--- src/stt_pkg.sv ---
// Shared types, constants and helper functions for the source text tokenizer.
// No dependencies; every other file in src imports this package.
package stt_pkg;

    localparam int SOURCE_BYTES = 65536;
    localparam logic [15:0] POS_LIMIT =
        ((SOURCE_BYTES - 1) > 65535) ? 16'hFFFF : 16'(SOURCE_BYTES - 1);
    localparam logic [15:0] CNT_LIMIT = 16'hFFFF;

    localparam logic [7:0] CH_EQUALS = 8'h3D;
    localparam logic [7:0] CH_QUOTE  = 8'h22;
    localparam logic [7:0] CH_UNDER  = 8'h5F;
    localparam logic [7:0] CH_LF     = 8'h0A;
    localparam logic [7:0] CH_SPACE  = 8'h20;
    localparam logic [7:0] CH_TAB    = 8'h09;
    localparam logic [7:0] CH_CR     = 8'h0D;

    localparam logic [15:0] TULIS_LEN = 16'd5;
    localparam logic [15:0] BIAR_LEN  = 16'd4;

    typedef enum logic [2:0] {
        KIND_END,
        KIND_EQUALS,
        KIND_STRING,
        KIND_NUMBER,
        KIND_IDENT,
        KIND_TULIS,
        KIND_BIAR,
        KIND_UNKNOWN
    } t_kind;

    typedef struct packed {
        logic [7:0] ch;
        logic       zero;
        logic       digit;
        logic       alpha;
        logic       space;
        logic       newline;
        logic       equals;
        logic       quote;
        logic       under;
    } t_cls;

    typedef struct packed {
        t_kind       kind;
        logic [15:0] start;
        logic [15:0] length;
        logic [15:0] line;
        logic        last;
    } t_token;

    function automatic logic [15:0] sat_inc(input logic [15:0] v, input logic [15:0] lim);
        return (v >= lim) ? lim : v + 16'd1;
    endfunction

    function automatic logic tulis_match(input logic [15:0] idx, input logic [7:0] c);
        logic ok;
        unique case (idx)
            16'd0:   ok = (c == "t");
            16'd1:   ok = (c == "u");
            16'd2:   ok = (c == "l");
            16'd3:   ok = (c == "i");
            16'd4:   ok = (c == "s");
            default: ok = 1'b0;
        endcase
        return ok;
    endfunction

    function automatic logic biar_match(input logic [15:0] idx, input logic [7:0] c);
        logic ok;
        unique case (idx)
            16'd0:   ok = (c == "b");
            16'd1:   ok = (c == "i");
            16'd2:   ok = (c == "a");
            16'd3:   ok = (c == "r");
            default: ok = 1'b0;
        endcase
        return ok;
    endfunction

endpackage

--- src/stt_classify.sv ---
// Front end: sorts one source byte into character classes.
// Depends on stt_pkg.
module stt_classify (
    input  logic [7:0]    i_byte,
    output stt_pkg::t_cls o_cls
);
    import stt_pkg::*;

    always_comb begin
        o_cls.ch      = i_byte;
        o_cls.zero    = (i_byte == 8'h00);
        o_cls.digit   = (i_byte >= "0") && (i_byte <= "9");
        o_cls.alpha   = ((i_byte >= "a") && (i_byte <= "z")) ||
                        ((i_byte >= "A") && (i_byte <= "Z"));
        o_cls.space   = (i_byte == CH_SPACE) || ((i_byte >= CH_TAB) && (i_byte <= CH_CR));
        o_cls.newline = (i_byte == CH_LF);
        o_cls.equals  = (i_byte == CH_EQUALS);
        o_cls.quote   = (i_byte == CH_QUOTE);
        o_cls.under   = (i_byte == CH_UNDER);
    end

endmodule

--- src/stt_cls_fifo.sv ---
// Four-entry queue of classified bytes between the front end and the scanner.
// Depends on stt_pkg.
module stt_cls_fifo (
    input  logic          i_clk,
    input  logic          i_rst_n,
    input  logic          i_push,
    input  stt_pkg::t_cls i_data,
    output logic          o_full,
    input  logic          i_pop,
    output logic          o_empty,
    output stt_pkg::t_cls o_data
);
    import stt_pkg::*;

    t_cls       r_mem [4];
    logic [1:0] r_wp;
    logic [1:0] r_rp;
    logic [2:0] r_cnt;
    logic       push_ok;
    logic       pop_ok;

    assign o_full  = (r_cnt == 3'd4);
    assign o_empty = (r_cnt == 3'd0);
    assign push_ok = i_push && !o_full;
    assign pop_ok  = i_pop && !o_empty;
    assign o_data  = r_mem[r_rp];

    always_ff @(posedge i_clk) begin
        if (push_ok) begin
            r_mem[r_wp] <= i_data;
        end
    end

    always_ff @(posedge i_clk) begin
        if (!i_rst_n) begin
            r_wp  <= 2'd0;
            r_rp  <= 2'd0;
            r_cnt <= 3'd0;
        end else begin
            if (push_ok) begin
                r_wp <= r_wp + 2'd1;
            end
            if (pop_ok) begin
                r_rp <= r_rp + 2'd1;
            end
            r_cnt <= r_cnt + 3'(push_ok) - 3'(pop_ok);
        end
    end

endmodule

--- src/stt_tok_fifo.sv ---
// Four-entry token queue with two write ports and one read port.
// Depends on stt_pkg.
module stt_tok_fifo (
    input  logic            i_clk,
    input  logic            i_rst_n,
    input  logic            i_wr0,
    input  stt_pkg::t_token i_tok0,
    input  logic            i_wr1,
    input  stt_pkg::t_token i_tok1,
    output logic            o_room2,
    input  logic            i_pop,
    output logic            o_empty,
    output stt_pkg::t_token o_tok
);
    import stt_pkg::*;

    t_token     r_mem [4];
    logic [1:0] r_wp;
    logic [1:0] r_rp;
    logic [2:0] r_cnt;
    logic       pop_ok;

    assign o_room2 = (r_cnt <= 3'd2);
    assign o_empty = (r_cnt == 3'd0);
    assign pop_ok  = i_pop && !o_empty;
    assign o_tok   = r_mem[r_rp];

    always_ff @(posedge i_clk) begin
        if (i_wr0) begin
            r_mem[r_wp] <= i_tok0;
        end
        if (i_wr1) begin
            r_mem[r_wp + 2'd1] <= i_tok1;
        end
    end

    always_ff @(posedge i_clk) begin
        if (!i_rst_n) begin
            r_wp  <= 2'd0;
            r_rp  <= 2'd0;
            r_cnt <= 3'd0;
        end else begin
            r_wp <= r_wp + 2'(i_wr0) + 2'(i_wr1);
            if (pop_ok) begin
                r_rp <= r_rp + 2'd1;
            end
            r_cnt <= r_cnt + 3'(i_wr0) + 3'(i_wr1) - 3'(pop_ok);
        end
    end

endmodule

--- src/stt_scan.sv ---
// Back end: scanner state machine that turns classified bytes into tokens.
// Depends on stt_pkg; emits up to two tokens per byte.
module stt_scan (
    input  logic            i_clk,
    input  logic            i_rst_n,
    input  logic            i_fire,
    input  stt_pkg::t_cls   i_cls,
    output logic            o_wr0,
    output stt_pkg::t_token o_tok0,
    output logic            o_wr1,
    output stt_pkg::t_token o_tok1
);
    import stt_pkg::*;

    typedef enum logic [1:0] {
        MODE_IDLE,
        MODE_STRING,
        MODE_NUMBER,
        MODE_IDENT
    } t_mode;

    t_mode       r_mode, n_mode;
    logic [15:0] r_pos, n_pos;
    logic [15:0] r_line, n_line;
    logic [15:0] r_pstart, n_pstart;
    logic [15:0] r_plen, n_plen;
    logic        r_tulis, n_tulis;
    logic        r_biar, n_biar;

    t_token a_tok, b_tok;
    logic   a_vld, b_vld;
    logic   idle_path;
    logic   ident_ch;

    assign ident_ch = i_cls.alpha || i_cls.digit || i_cls.under;

    always_comb begin
        n_mode    = r_mode;
        n_pos     = sat_inc(r_pos, POS_LIMIT);
        n_line    = r_line;
        n_pstart  = r_pstart;
        n_plen    = r_plen;
        n_tulis   = r_tulis;
        n_biar    = r_biar;
        a_vld     = 1'b0;
        b_vld     = 1'b0;
        idle_path = 1'b0;
        a_tok     = '{kind: KIND_STRING, start: r_pstart, length: r_plen,
                      line: r_line, last: 1'b0};
        b_tok     = '{kind: KIND_UNKNOWN, start: r_pos, length: 16'd1,
                      line: r_line, last: 1'b1};

        unique case (r_mode)
            MODE_STRING: begin
                if (i_cls.zero) begin
                    a_vld     = 1'b1;
                    n_mode    = MODE_IDLE;
                    idle_path = 1'b1;
                end else if (i_cls.quote) begin
                    a_vld  = 1'b1;
                    n_mode = MODE_IDLE;
                end else begin
                    n_plen = sat_inc(r_plen, CNT_LIMIT);
                    if (i_cls.newline) begin
                        n_line = sat_inc(r_line, CNT_LIMIT);
                    end
                end
            end
            MODE_NUMBER: begin
                if (i_cls.digit) begin
                    n_plen = sat_inc(r_plen, CNT_LIMIT);
                end else begin
                    a_vld      = 1'b1;
                    a_tok.kind = KIND_NUMBER;
                    n_mode     = MODE_IDLE;
                    idle_path  = 1'b1;
                end
            end
            MODE_IDENT: begin
                if (ident_ch) begin
                    n_tulis = r_tulis && tulis_match(r_plen, i_cls.ch);
                    n_biar  = r_biar && biar_match(r_plen, i_cls.ch);
                    n_plen  = sat_inc(r_plen, CNT_LIMIT);
                end else begin
                    a_vld = 1'b1;
                    priority if (r_plen == TULIS_LEN && r_tulis) begin
                        a_tok.kind = KIND_TULIS;
                    end else if (r_plen == BIAR_LEN && r_biar) begin
                        a_tok.kind = KIND_BIAR;
                    end else begin
                        a_tok.kind = KIND_IDENT;
                    end
                    n_mode    = MODE_IDLE;
                    idle_path = 1'b1;
                end
            end
            MODE_IDLE: begin
                idle_path = 1'b1;
            end
            default: begin
                idle_path = 1'b1;
            end
        endcase

        if (idle_path) begin
            priority if (i_cls.zero) begin
                b_vld        = 1'b1;
                b_tok.kind   = KIND_END;
                b_tok.length = 16'd0;
                n_mode       = MODE_IDLE;
                n_pos        = 16'd0;
                n_line       = 16'd1;
                n_pstart     = 16'd0;
                n_plen       = 16'd0;
                n_tulis      = 1'b1;
                n_biar       = 1'b1;
            end else if (i_cls.space) begin
                if (i_cls.newline) begin
                    n_line = sat_inc(r_line, CNT_LIMIT);
                end
            end else if (i_cls.equals) begin
                b_vld      = 1'b1;
                b_tok.kind = KIND_EQUALS;
            end else if (i_cls.quote) begin
                n_mode   = MODE_STRING;
                n_pstart = sat_inc(r_pos, POS_LIMIT);
                n_plen   = 16'd0;
            end else if (i_cls.digit) begin
                n_mode   = MODE_NUMBER;
                n_pstart = r_pos;
                n_plen   = 16'd1;
            end else if (i_cls.alpha || i_cls.under) begin
                n_mode   = MODE_IDENT;
                n_pstart = r_pos;
                n_plen   = 16'd1;
                n_tulis  = (i_cls.ch == "t");
                n_biar   = (i_cls.ch == "b");
            end else begin
                b_vld = 1'b1;
            end
        end

        a_tok.last = !b_vld;
    end

    // Pack: pending-run token first, then the token of the byte itself.
    always_comb begin
        o_wr0  = i_fire && (a_vld || b_vld);
        o_wr1  = i_fire && a_vld && b_vld;
        o_tok0 = a_vld ? a_tok : b_tok;
        o_tok1 = b_tok;
    end

    always_ff @(posedge i_clk) begin
        if (!i_rst_n) begin
            r_mode   <= MODE_IDLE;
            r_pos    <= 16'd0;
            r_line   <= 16'd1;
            r_pstart <= 16'd0;
            r_plen   <= 16'd0;
            r_tulis  <= 1'b1;
            r_biar   <= 1'b1;
        end else if (i_fire) begin
            r_mode   <= n_mode;
            r_pos    <= n_pos;
            r_line   <= n_line;
            r_pstart <= n_pstart;
            r_plen   <= n_plen;
            r_tulis  <= n_tulis;
            r_biar   <= n_biar;
        end
    end

endmodule

--- src/source_text_tokenizer.sv ---
// Source text tokenizer: one byte per cycle in, tokens out through a queue.
// Path: byte queue, then scanner, which writes tokens into the token queue.
// Throughput: one byte per cycle; the scanner holds a byte while the token queue
// has fewer than two free entries, and the byte queue then fills up to four.
// Reset: synchronous, active low; empties both queues, line back to one, offset zero.
// Depends on stt_pkg, stt_classify, stt_cls_fifo, stt_scan, stt_tok_fifo.
module source_text_tokenizer (
    input  logic        i_clk,
    input  logic        i_rst_n,
    input  logic        push,
    output logic        full,
    input  logic [7:0]  i_text_byte,
    input  logic        pop,
    output logic        empty,
    output logic [2:0]  o_token_kind,
    output logic [15:0] o_lexeme_start,
    output logic [15:0] o_lexeme_length,
    output logic [15:0] o_line_number,
    output logic        o_last_of_run
);
    import stt_pkg::*;

    t_cls   cls_in;
    t_cls   cls_head;
    logic   cls_empty;
    logic   tok_room2;
    logic   fire;
    logic   wr0, wr1;
    t_token tok0, tok1;
    t_token tok_head;

    stt_classify u_classify (
        .i_byte (i_text_byte),
        .o_cls  (cls_in)
    );

    stt_cls_fifo u_cls_fifo (
        .i_clk   (i_clk),
        .i_rst_n (i_rst_n),
        .i_push  (push),
        .i_data  (cls_in),
        .o_full  (full),
        .i_pop   (fire),
        .o_empty (cls_empty),
        .o_data  (cls_head)
    );

    assign fire = !cls_empty && tok_room2;

    stt_scan u_scan (
        .i_clk   (i_clk),
        .i_rst_n (i_rst_n),
        .i_fire  (fire),
        .i_cls   (cls_head),
        .o_wr0   (wr0),
        .o_tok0  (tok0),
        .o_wr1   (wr1),
        .o_tok1  (tok1)
    );

    stt_tok_fifo u_tok_fifo (
        .i_clk   (i_clk),
        .i_rst_n (i_rst_n),
        .i_wr0   (wr0),
        .i_tok0  (tok0),
        .i_wr1   (wr1),
        .i_tok1  (tok1),
        .o_room2 (tok_room2),
        .i_pop   (pop),
        .o_empty (empty),
        .o_tok   (tok_head)
    );

    assign o_token_kind    = tok_head.kind;
    assign o_lexeme_start  = tok_head.start;
    assign o_lexeme_length = tok_head.length;
    assign o_line_number   = tok_head.line;
    assign o_last_of_run   = tok_head.last;

endmodule
--- config.mk ---
export PLATFORM = sky130hd
export DESIGN_NAME = source_text_tokenizer
export DESIGN_NICKNAME = d
export VERILOG_FILES = /design/src/stt_pkg.sv /design/src/stt_classify.sv /design/src/stt_cls_fifo.sv /design/src/stt_tok_fifo.sv /design/src/stt_scan.sv /design/src/source_text_tokenizer.sv
export SDC_FILE = /design/constraint.sdc
export NUM_CORES = 1
export LEC_CHECK = 0
export BUFFER_PORTS_ARGS = -buffer_cell sky130_fd_sc_hd__clkbuf_2
export CAP_MARGIN = 20
export CORE_MARGIN = 2
export CORE_UTILIZATION = 30
export DETAILED_ROUTE_END_ITERATION = 10
export HOLD_SLACK_MARGIN = 0.08
export PLACE_DENSITY = 0.57
export SLEW_MARGIN = 20
export SYNTH_ARGS = -nofsm -noshare
export SYNTH_HDL_FRONTEND = slang
export SYNTH_SLANG_ARGS = --single-unit
--- constraint.sdc ---
create_clock -name i_clk -period 10.9 [get_ports i_clk]
set_input_delay 0.545 -clock i_clk [delete_from_list [all_inputs] [get_ports i_clk]]
set_output_delay 0.545 -clock i_clk [all_outputs]
set_load 0.1 [all_outputs]
# --- After elaboration in Yosys (flattened, before gate mapping) ---
# Memory sizes are Yosys's and may differ from the RTL's. A register that Yosys moved wholly into a read port is not among the register bits.
# Cells that the tools add are included.
op_classes:
  n_addsub: 14
  multipliers: 0
  n_div: 0
  n_lt_le_gt_ge: 12
  eq_ne: 24
  shift: 0
  n_mux: 103
  bitwise_logic: 0
  n_reduce_logical: 32
op_table:
  columns: ["op", "n"]
  rows:
  - ["$mux 16", 31]
  - ["$eq 8x7->1 const B", 9]
  - ["$mux 52", 1]
  - ["$add 16x1->16 const B", 3]
  - ["$ge 16x16->1 const B", 3]
  - ["$pmux 16 s3", 1]
  - ["$mux 1", 42]
  - ["$eq 16x2->1 const B", 2]
  - ["$eq 16x3->1 const B", 2]
  - ["$mux 2", 16]
  - ["$eq 8x6->1 const B", 3]
  - ["$mux 3", 6]
  - ["$eq 16x1->1 const B", 1]
  - ["$ge 8x7->1 const B", 2]
  - ["$le 8x7->1 const B", 2]
  - ["$logic_not 16->1", 1]
  - ["$logic_and 1x1->1", 15]
  - ["$add 3x1->3", 3]
  - ["$add 2x1->2 const B", 4]
  - ["$eq 8x4->1 const B", 1]
  - ["$ge 8x4->1 const B", 1]
  - ["$ge 8x6->1 const B", 1]
  - ["$le 8x4->1 const B", 1]
  - ["$le 8x6->1 const B", 1]
  - ["other kinds (19)", 33]
word_totals:
  reg_bits: 82
  latchBits: 0
  ram_bits: 272
  romBits: 0
  word_cells: 200
  memories: 2
memory_table:
  columns: ["name", "words", "word_bits", "read_ports", "rd_clocked_by_memory_dff", "wr", "line", "rtl"]
  rows:
  - ["u_tok_fifo.r_mem", 4, 52, 1, 1, 2, "stt_tok_fifo.sv:17", "t_token r_mem [4];"]
  - ["u_cls_fifo.r_mem", 4, 16, 1, 1, 1, "stt_cls_fifo.sv:15", "t_cls r_mem [4];"]

# --- Longest topological paths before layout ---
depth:
  ltp_word: 14
  depth_mapped: 14
  mapped_depth_nobuf: 12

# --- By module ---
# A second synthesis with hierarchy kept.
unflattened:
  cells_unflattened: 1401
  hier_area_um2: 18609.1
by_module_without_submodules:
  columns: ["mod", "n_inst", "cells_each", "area_per_inst_um2", "seq_area_each_um2"]
  rows:
  - ["stt_tok_fifo", 1, 552, 10511.3, 6426.2]
  - ["stt_scan", 1, 678, 5022.3, 1361.3]
  - ["stt_cls_fifo", 1, 135, 2831.5, 2102.0]
  - ["stt_classify", 1, 35, 230.2, 0.0]
  - ["source_text_tokenizer", 1, 1, 13.8, 0.0]

# --- Least setup slack after synthesis ---
# No wires, ideal clock.
synth_timing:
  path_kind: "register to register"
  start: "register u_tok_fifo.r_cnt[0]"
  end: "register u_tok_fifo.r_cnt[2]"
  setup_time_ns: 0.115
  t_arrival_ns: 4.191
  t_required_ns: 10.785
  setup_slack_ns: 6.594
  stages_incl_launch_ff: 9
  path_cell_list: "dfxtp_1 nor3_1 nor2b_1 ha_1 inv_1 fa_1 fa_1 xnor2_1 and2_1"
synth_rtl:
  columns: ["element", "line", "rtl"]
  rows:
  - ["from (decl)", "stt_tok_fifo.sv:20", "logic [2:0] r_cnt;"]
  - ["from (signal assigned)", "stt_tok_fifo.sv:47", "r_cnt <= r_cnt + 3'(i_wr0) + 3'(i_wr1) - 3'(pop_ok);"]
  - ["$logic_not 3->1", "stt_tok_fifo.sv:24", "assign o_empty = (r_cnt == 3'd0);"]
  - ["via empty", "source_text_tokenizer.sv:14", "output logic empty,"]
  - ["$logic_not 1->1", "stt_tok_fifo.sv:25", "assign pop_ok = i_pop && !o_empty;"]
  - ["$logic_and 1x1->1", "stt_tok_fifo.sv:25", null]
  - ["via u_tok_fifo.pop_ok", "stt_tok_fifo.sv:21", "logic pop_ok;"]
  - ["$sub 3x1->3", "stt_tok_fifo.sv:47", null]
# The timed path passes the listed nets, and every way through them passes these cells.
# A chain may end at the register's enable or synchronous reset.

==> flow_summary.ini <==
[status]
outcome = finished, final reports clean

[synthesis]
synth_top_family_by_area = compound AO/OA/AOI/OAI gates
synthFlopType = edfxtp_1
syn-num-nets = 1423
synth_simple_gate_area_frac = 0.1289
ys.warnings.count = 0
syn_area_per_cell_um2 = 11.98
synth_compound_area_frac = 0.1723
synthCells = 1393
synth_edf_count = 208
synth-seq-cells = 358
yosysSeqAreaShare = 0.5541
yosys.area_share.adder = 0.01529
synth_cell_types = 78
synthXorXnorAreaFrac = 0.004723
synth.area.mux_share = 0.08853
netlist_area_um2 = 16690
async_reset_ff_frac = 0

[cts]
clockRootBuffer = clkbuf_16
hold_buffers = 0
cts_tree = done
cts_resized = 0
postCtsSetupRepairBufs = 0
cts_buffers = 39
clkSlewWorstSetupHoldPaths_ns = 0.06
clk-insertion-delay-late_ns = 0.55
htree_num_levels = 2
cts.sinks = 358
cts.path.max_buffers = 3

[cells_and_area]
seq_area_um2 = 9254
area_delta_synth_final_pct = 13.78
multi_input_area_um2 = 6880
fin_nets = 1440
utilization = 0.3447
antenna_cells = 0
drive_above_1_share = 0.1688
layout.cells.non_filler = 2188
fillers = 5443

[route]
route.vias.total = 11684
wl_um = 43050
vias_per_cell = 5.340
avgRoutedWirePerCell_um = 19.67
drtPass1Iterations = 6
dr.first_iter.drc_count = 1209
drc = 0
postRouteAntennaNets = 0

[die]
die_x_um = 239.9
ios = 66
rows = 86
fp.dieH_um = 239.9
fp.coreArea_um2 = 55090
die_area_um2 = 57540
start_util = 0.3030

[placement]
dpl.hpwl_um = 27470
dp.cells = 2117
gp_congestion = 0.8850
port_buffers = 65

[global_routing]
antenna_found_initial = 1
grt_max_degree = 78
gr-total-overflow = 0
grt_usage = 0.1500
grt_pass1_wl_um = 67670
grt_pass1_vias = 11547

[sta]
fin_setup_tns_ns = 0
post-route-min-period_ns = 5.096
finalMaxSlewViolations = 0
worstMarginPinSlew_ns = 1.060
rsz0062_at_grt = no
clock.fmax_ghz = 0.1962
maxSlewHeadroom = 0.2747
fin_skew_ns = 0.01724
setup_viol = 0
finalCritPeriodShare = 0.4675
hold_viol_final = 0

[setup_path]
crit_chain = mux4_2 -> o21ai_1 -> a21boi_2 -> buf_4 -> o21ai_0 -> and2_1 -> inv_2 -> buf_4 -> and2_1
critPathKind = reg -> reg
r2r_slack_ns = 5.80
crit_slowest_cell = dfxtp_1
path_buf_inv = 3
startpoint_type = flip-flop
critical_path.max_fanout = 32
crit_required_ns = 11.21
critical_path.top_delay_family = buffers and inverters
arrival_ns = 5.40
cpPeakStageDelay_ns = 0.92
end_kind = flip-flop

[power]
p_leak_nw = 6.397
ir_drop_uv = 174.9
cellPowerDensity_nw_per_um2 = 257.4

[job]
cap_violations = 0

[worst_hold_path]
hold_class = in -> reg
==> through the flow <==
step / setup WS (ns) / hold slack (ns) / instance area, um2 / total power (W)
4_1_cts: 5.756 / 0.2742 / 18990 / 0.004929
6_report: 5.804 / 0.2924 / 18990 / 0.004888
3_5_place_dp: 5.734 / 0.4434 / 17700 / 0.003603
3_3_place_gp: 5.838 / 0.4358 / 17700 / 0.003587
5_1_grt: 5.261 / 0.3016 / 18990 / 0.005107
2_1_floorplan: 6.594 / 0.4223 / 16690 / 0.003159
==> cells in the final DEF (no fill, tap or decap), types with 32 or more instances in the layout <==
cell and count:
dfxtp_1 148, inv_1 34, nand2_1 70, and2_1 66
a22o_1 110, a21oi_1 71, o21ai_0 48, nor2_1 83
clkbuf_16 43, clkbuf_2 68, mux4_2 62, nand3_1 32
edfxtp_1 208
==> flip-flops by register name (all words and copies together) (netlist names), 3 cells and up, named ones only <==
| register | count |
|---|---|
| u_cls_fifo.r_cnt | 3 |
| u_cls_fifo.r_mem | 64 |
| u_scan.r_line | 16 |
| u_scan.r_plen | 16 |
| u_scan.r_pos | 16 |
| u_scan.r_pstart | 16 |
| u_tok_fifo.r_cnt | 3 |
| u_tok_fifo.r_mem | 208 |
==> report_power, final <==
part	switching, W	leakage, nW	internal (W)
logic	0.00143	2.60	0.000438
registers	0.0000998	3.15	0.00160
clock network	0.000553	0.646	0.000766
==> synth_stat cells, types with 11 or more instances <==
library cell    n  share of area
buf_1          13         0.0029
clkbuf_1       81          0.018
a21boi_0       13         0.0058
nand3_1        32         0.0096
mux4_2         62          0.084
nand4_1        13         0.0049
a31oi_1        19         0.0071
edfxtp_1      208           0.37
nor3_1         20         0.0060
and3_1         19         0.0071
nand2b_1       12         0.0045
nor2b_1        27          0.010
inv_1          34         0.0076
dfxtp_1       150           0.18
buf_2          12         0.0036
nor4_1         11         0.0041
and2_1         66          0.025
a21oi_1        72          0.022
nor2_1         86          0.019
a22o_1        110          0.058
o21ai_0        48          0.014
a22oi_1        17         0.0076
nand2_1        70          0.016
ha_1           14          0.010
==> kinds of logic after synthesis <==
logic type               after synthesis
buffers and inverters                148
multiplexers                          70
XOR/XNOR                               9
flip-flops                           358
adder cells (fa/ha/maj)               18
AO/OA/AOI/OAI                        392
AND/OR/NAND/NOR                      398
==> area by class of cell <==
type,count,area share
flip-flops and latches,358,0.4873
multi-input cells,887,0.3623
clock buffers,51,0.06002
well taps,748,0.04928
repair buffers,87,0.02583
clock inverters,20,0.007972
inverters,37,0.007313
==> path summary, 6_finish.rpt <==
kind                                       start  cells after the start                                  end
min                               i_text_byte[7]                      1    u_cls_fifo.r_mem[0][15]$_DFFE_PP_
max reg2reg                            flip-flop                      9     u_tok_fifo.r_mem[0][1]$_DFFE_PP_
min reg2reg  u_tok_fifo.r_mem[1][0]$_SDFFE_PP1P_                      2  u_tok_fifo.r_mem[1][0]$_SDFFE_PP1P_
max                                    flip-flop                      9     u_tok_fifo.r_mem[0][1]$_DFFE_PP_
==> per-layer routing <==
metal  global-route usage  wire length [um]
met2               0.2296             19230
met4              0.05251              1147
met5                    0                 0
met3              0.02732              2881
met1               0.2128             19790
No activity file was read; power rests on OpenSTA's default activity.
